**config.mk**
```make
export PLATFORM = sky130hd
export DESIGN_NAME = smc_merge_ctrl
export DESIGN_NICKNAME = d
export VERILOG_FILES = /design/src/design/smc_pkg.sv /design/src/design/smc_merge_ctrl.sv
export SDC_FILE = /design/constraint.sdc
export NUM_CORES = 1
export LEC_CHECK = 0
export BUFFER_PORTS_ARGS = -buffer_cell sky130_fd_sc_hd__buf_4
export CORE_AREA = 2 2 118 120
export DETAILED_ROUTE_END_ITERATION = 10
export DIE_AREA = 0 0 120 122
export PLACE_DENSITY_LB_ADDON = 0.1
export SLEW_MARGIN = 25
export SYNTH_ARGS = -nofsm -noshare
export SYNTH_HDL_FRONTEND = slang
export SYNTH_SLANG_ARGS = --single-unit
```
**constraint.sdc**
```tcl
create_clock -name clk_i -period 7.3 [get_ports clk_i]
set_input_delay 1.46 -clock clk_i [delete_from_list [all_inputs] [get_ports clk_i]]
set_output_delay 1.46 -clock clk_i [all_outputs]
set_load 0.02 [all_outputs]
```
**src/design/smc_pkg.sv**
```systemverilog
// Shared types and codes for the two-way sorted merge with count sum.
`timescale 1ns / 1ps

package smc_pkg;

  // Request kinds
  typedef enum logic [1:0] {
    KIND_PUSH_A = 2'd0,
    KIND_PUSH_B = 2'd1,
    KIND_PULL   = 2'd2
  } kind_e;

  // Result status codes
  typedef enum logic [2:0] {
    ST_RECORD    = 3'd0,
    ST_WAIT      = 3'd1,
    ST_DONE      = 3'd2,
    ST_PUSH_OK   = 3'd3,
    ST_PUSH_FULL = 3'd4
  } status_e;

  // One record as held in a queue
  typedef struct packed {
    logic [31:0] key;
    logic [31:0] value;
    logic [31:0] count;
  } rec_t;

  // Queue status towards the merge control
  typedef struct packed {
    logic empty;
    logic one_left;
    logic full;
    rec_t head;
  } queue_stat_t;

  // Queue command from the merge control
  typedef struct packed {
    logic push;
    logic pop;
  } queue_cmd_t;

  // One result item
  typedef struct packed {
    status_e status;
    rec_t    rec;
    logic    last;
  } res_t;

endpackage

```
**src/design/smc_merge_ctrl.sv**
```systemverilog
// Merge decision: head compare, count sum, end-of-list flags and status.
`timescale 1ns / 1ps

module smc_merge_ctrl (
  input  logic                 clk_i,
  input  logic                 rst_ni,
  input  logic                 fire_i,
  input  smc_pkg::kind_e       kind_i,
  input  logic                 list_end_i,
  input  smc_pkg::queue_stat_t stat_a_i,
  input  smc_pkg::queue_stat_t stat_b_i,
  output smc_pkg::queue_cmd_t  cmd_a_o,
  output smc_pkg::queue_cmd_t  cmd_b_o,
  output smc_pkg::res_t        res_o
);
  import smc_pkg::*;

  logic ended_a_q, ended_a_d;
  logic ended_b_q, ended_b_d;
  logic a_lt, heads_eq;
  logic push_a, push_b, pop_a, pop_b;
  logic a_left, b_left;

  // Compare heads by key, then by value
  always_comb begin
    heads_eq = (stat_a_i.head.key == stat_b_i.head.key) &&
               (stat_a_i.head.value == stat_b_i.head.value);
    if (stat_a_i.head.key != stat_b_i.head.key) begin
      a_lt = stat_a_i.head.key < stat_b_i.head.key;
    end else begin
      a_lt = stat_a_i.head.value < stat_b_i.head.value;
    end
  end

  // Decide the request's effect and its result
  always_comb begin
    push_a       = 1'b0;
    push_b       = 1'b0;
    pop_a        = 1'b0;
    pop_b        = 1'b0;
    a_left       = 1'b0;
    b_left       = 1'b0;
    ended_a_d    = ended_a_q;
    ended_b_d    = ended_b_q;
    res_o        = '0;
    res_o.status = ST_WAIT;
    unique case (kind_i)
      KIND_PUSH_A: begin
        push_a       = !stat_a_i.full;
        res_o.status = stat_a_i.full ? ST_PUSH_FULL : ST_PUSH_OK;
        if (push_a && list_end_i) begin
          ended_a_d = 1'b1;
        end
      end
      KIND_PUSH_B: begin
        push_b       = !stat_b_i.full;
        res_o.status = stat_b_i.full ? ST_PUSH_FULL : ST_PUSH_OK;
        if (push_b && list_end_i) begin
          ended_b_d = 1'b1;
        end
      end
      KIND_PULL: begin
        priority if (!stat_a_i.empty && !stat_b_i.empty) begin
          pop_a = a_lt || heads_eq;
          pop_b = !a_lt;
        end else if (!stat_a_i.empty) begin
          pop_a = ended_b_q;
        end else if (!stat_b_i.empty) begin
          pop_b = ended_a_q;
        end else if (ended_a_q && ended_b_q) begin
          res_o.status = ST_DONE;
          ended_a_d    = 1'b0;
          ended_b_d    = 1'b0;
        end
        if (pop_a || pop_b) begin
          res_o.status = ST_RECORD;
          res_o.rec    = pop_a ? stat_a_i.head : stat_b_i.head;
          if (pop_a && pop_b) begin
            res_o.rec.count = stat_a_i.head.count + stat_b_i.head.count;
          end
          a_left     = !stat_a_i.empty && !(pop_a && stat_a_i.one_left);
          b_left     = !stat_b_i.empty && !(pop_b && stat_b_i.one_left);
          res_o.last = ended_a_q && ended_b_q && !a_left && !b_left;
        end
      end
      default: begin
        res_o.status = ST_WAIT;
      end
    endcase
  end

  assign cmd_a_o.push = fire_i && push_a;
  assign cmd_a_o.pop  = fire_i && pop_a;
  assign cmd_b_o.push = fire_i && push_b;
  assign cmd_b_o.pop  = fire_i && pop_b;

  // Hold end flags until the request takes effect
  always_ff @(posedge clk_i or negedge rst_ni) begin
    if (!rst_ni) begin
      ended_a_q <= 1'b0;
      ended_b_q <= 1'b0;
    end else if (fire_i) begin
      ended_a_q <= ended_a_d;
      ended_b_q <= ended_b_d;
    end
  end

endmodule

```
==> impl_summary.txt <==
----------------------------------------------------
[Power]
  Total power per unit cell area ... about 91 nW/µm²
  Overall Power ... 0.691 mW
  Leakage power of the design ... 4.01 nW
  VDD IR-drop max ... 0.0776 mV

[Drt]
  Number of design rule violations left after detail routing ... 0
  Initial drt markers ... 280
  Total length of routed met3 wires ... 1.20 mm
  DR WL/cell ... ~15 µm
  Detailed-route via count ... 6703
  Metal1 wirelength ... ~7.7 mm
  Antenna viol nets, final ... 0
  Highest routing layer actually used ... met4
  Met2 routed WL ... 9.38 mm
  Wire length reported by the detailed router ... 18.6 mm
  Count of TritonRoute iterations in the first routing pass ... 5
  Detail-routed via count per cell ... 5.24

[Layout]
  Final std cells w/o fill ... 1280
  Synthesis-to-finish area growth ... 49.5%
  NumNets Final ... 1402
  Post-Route Utilization ... 0.564
  Multi-input gate area ... 4640 µm²
  Fraction of final layout cells with drive strength greater than 1 ... 0.294
  Filler cells ... 1419
  FF/Latch Area ... 50.0 µm²
  Ant. Diodes ... 0

[Global routing]
  Vias in the first global route ... 6024
  First-pass GRT wire length ... 28.8 mm
  GR Overflow Total ... 0
  Antenna violations before repair ... 0
  GRT Resource Usage Total ... 0.236
  Largest net degree at the start of global routing ... approximately 180

[Placed design]
  Count of buffers inserted at the top-level ports ... 307
  Placed cell count ... 1277
  Placed wire-length estimate after detailed placement ... between 15 and 20 mm
  Global placement routability congestion ... 0.886

[Floorplan]
  Die area ... 14600 µm²
  Starting density of the core ... 0.377
  Total number of placement rows ... 43
  Height of the die ... 122 µm
  Die boundary width ... 120 µm
  Number of top-level pins ... 308
  Total core area ... 13500 µm²

[Clock network]
  Number of setup buffers added after CTS ... 0
  Root Buffer Master ... sky130_fd_sc_hd__clkbuf_16
  Insertion delay of the later-clocked pin in the worst-skew pair ... 0.23 ns
  Hold Buf Count CTS ... 0
  CTS buffer count ... 3
  Count of clock tree sinks ... 2
  CTS tree ... done
  Clock buffer depth ... 2
  Clock slew seen by the registers of the worst setup and hold paths ... 0.03 ns
  Post_cts resized ... 0
  Deepest level of the CTS H-tree ... 1

[Synth]
  Mean cell area of the mapped netlist ... 6.20 µm²
  Mux share of post-synthesis cell area ... 0.0354
  Post-synthesis instance area ... about 5100 µm²
  Simple-gate portion of the synthesized area ... 0.256
  Area share of the largest cell type after synthesis ... 0.233
  Dominant combinational cell family by area after synthesis ... compound AO/OA/AOI/OAI gates
  Most numerous cell in the Yosys netlist ... sky130_fd_sc_hd__nor2_1
  Most frequently used flop master after synthesis ... sky130_fd_sc_hd__dfrtp_1
  Synthesized instance count ... slightly above 800
  Synth Net Count ... 1121
  Post-synth EDFFs ... 0
  Portion of the post-synthesis area used by sequential elements ... 0.00983
  Adder and majority cell fraction of the synthesized area ... 0.237
  Share of the synthesized area in compound gates (AO/OA/AOI/OAI) ... 0.340
  Syn. warnings ... 0
  Fraction of synthesis flops using an asynchronous set or reset pin ... 1.00
  XOR/XNOR share of the synthesized area ... 0.0396
  Netlist cell types ... 63
  Most area-hungry cell type in the Yosys netlist ... sky130_fd_sc_hd__ha_1
  Flop and latch count out of synthesis ... 2
  Leading cell types by count after synthesis ... sky130_fd_sc_hd__nor2_1, sky130_fd_sc_hd__a21oi_1, sky130_fd_sc_hd__ha_1
  Area contributors post-synth ... sky130_fd_sc_hd__ha_1, sky130_fd_sc_hd__nor2_1, sky130_fd_sc_hd__a21oi_1

[Timing]
  Share of the clock period used by the worst path ... 0.842
  RSZ-0062 raised after global routing ... false
  Number of hold-slack violations in the final timing report ... 0
  Min Tclk post-route ... 6.14 ns
  Worst slew margin relative to its limit ... 0.399
  Sum of negative setup slack ... 0 ns
  Number of setup violations in the final report ... 0
  Pin slew with the least headroom to its limit ... approximately 0.90 ns
  Worst Clk Skew ... 0.00231 ns
  Slew Limit Fails ... 0
  Highest Clock Rate ... 163 MHz

[Hold path]
  Class of the most critical hold timing path ... reg -> reg
  Worst min-delay path endpoint ... ended_b_q
  Startpoint of the tightest hold check path ... ended_b_q
  Cell depth of the worst min-delay path ... 2

[Setup path]
  Arrival time worst endpoint ... 4.68 ns
  Critical path class ... in -> out
  Required time worst endpoint ... just under 6 ns
  Launching element type of the critical path ... primary input
  Largest fanout of any net on the critical path ... 178
  Endpoint kind of the worst setup timing path ... primary output
  Reg-to-reg endpoint ... ended_b_q
  Reg-to-reg setup timing slack ... 6.25 ns
  Startpoint of the worst-slack reg-to-reg timing path ... ended_a_q
  Worst-case reg-to-reg path depth ... 5

[Outcome]
  Run status ... finished clean

[Flow run]
  Number of violations of the max-capacitance limit ... 0

----------------------------------------------------
==> how the worst max path moves through the flow <==
stage / cells past startpoint / slack [ns] / to / start
after global placement: 14 / 1.24 / res_o[31] / stat_b_i[87]
after detailed placement: 14 / 1.17 / res_o[31] / stat_b_i[87]
final: 14 / 1.16 / res_o[31] / stat_b_i[87]
after CTS: 14 / 1.16 / res_o[31] / stat_b_i[87]
after global routing: 14 / 0.80 / res_o[32] / stat_b_i[87]
after floorplan: 12 / 1.65 / res_o[10] / stat_b_i[59]
==> sequential cells by signal (all words and copies together), names as in the netlist <==
name and count:
ended_a_q 1, ended_b_q 1
==> final cells by class <==
cell class,count,share of cell area
multi-input combinational,709,0.609
timing repair buffer,310,0.307
inverter,76,0.0375
tap,180,0.0296
clock buffer,3,0.00986
sequential,2,0.00657
==> cells in the final DEF, fill, tap and decap left out, types with 3 or more instances in the layout <==
cell                        count
sky130_fd_sc_hd__a21oi_1      116
sky130_fd_sc_hd__o31ai_1        3
sky130_fd_sc_hd__a221oi_1       4
sky130_fd_sc_hd__o21bai_1       4
sky130_fd_sc_hd__a21o_1        20
sky130_fd_sc_hd__buf_4        309
sky130_fd_sc_hd__mux2i_1       18
sky130_fd_sc_hd__nor4_1         4
sky130_fd_sc_hd__xor2_1        11
sky130_fd_sc_hd__and3_1         7
sky130_fd_sc_hd__nand2_1       45
sky130_fd_sc_hd__nand3_1       17
sky130_fd_sc_hd__xnor2_1       12
sky130_fd_sc_hd__o211ai_1       7
sky130_fd_sc_hd__o21ai_0       36
sky130_fd_sc_hd__inv_1         76
sky130_fd_sc_hd__nand4_1       15
sky130_fd_sc_hd__a21boi_0       3
sky130_fd_sc_hd__nand2b_1       3
sky130_fd_sc_hd__clkbuf_16      3
sky130_fd_sc_hd__nor2_1       179
sky130_fd_sc_hd__a2111oi_0      4
sky130_fd_sc_hd__a211oi_1      33
sky130_fd_sc_hd__nor3_1         9
sky130_fd_sc_hd__ha_1          95
sky130_fd_sc_hd__nor2b_1        4
sky130_fd_sc_hd__or3_1          3
sky130_fd_sc_hd__and2_1         4
sky130_fd_sc_hd__a31oi_1        5
sky130_fd_sc_hd__o21a_1         9
==> where the power goes <==
group	switching (mW)	total (mW)	internal, mW
Clock	0.0145	0.0843	0.0699
Combinational	0.324	0.589	0.265
Sequential	0.00250	0.0172	0.0147
==> worst max-delay path, stage by stage <==
cell and delay [ns]:
sky130_fd_sc_hd__buf_4 0.08, sky130_fd_sc_hd__inv_1 0.05, sky130_fd_sc_hd__ha_1 0.31, sky130_fd_sc_hd__nand4_1 0.20
sky130_fd_sc_hd__nor4_1 0.40, sky130_fd_sc_hd__nand3_1 0.18, sky130_fd_sc_hd__a211oi_1 0.31, sky130_fd_sc_hd__o2111a_1 0.34
sky130_fd_sc_hd__o31a_2 0.20, sky130_fd_sc_hd__buf_12 0.54, sky130_fd_sc_hd__o21ai_0 0.16, sky130_fd_sc_hd__a21oi_1 0.15
sky130_fd_sc_hd__o31a_1 0.14, sky130_fd_sc_hd__buf_4 0.13
==> metrics by stage <==
step / cell area (µm²) / hold WS, ns / setup slack, ns
3_3_place_gp: 7530 / 0.539 / 1.24
2_1_floorplan: 5090 / 0.509 / 1.65
3_5_place_dp: 7530 / 0.552 / 1.17
6_report: 7610 / 0.565 / 1.16
5_1_grt: 7610 / 0.597 / 0.799
4_1_cts: 7610 / 0.559 / 1.16
==> cell families after synthesis <==
group,Yosys count
and+or+nand+nor,300
AOI/OAI and AO/OA,272
buffers and inverters,110
adders and majority gates,96
xor gates and xnor gates,23
muxes,18
DFF,2
==> layer usage <==
layer,global-route usage,up-vias
met4,0.0456,0
met2,0.449,199
li1,-,3519
met5,0,-
met1,0.275,2962
met3,0.0417,23
Power figures use the tool's default switching activity.
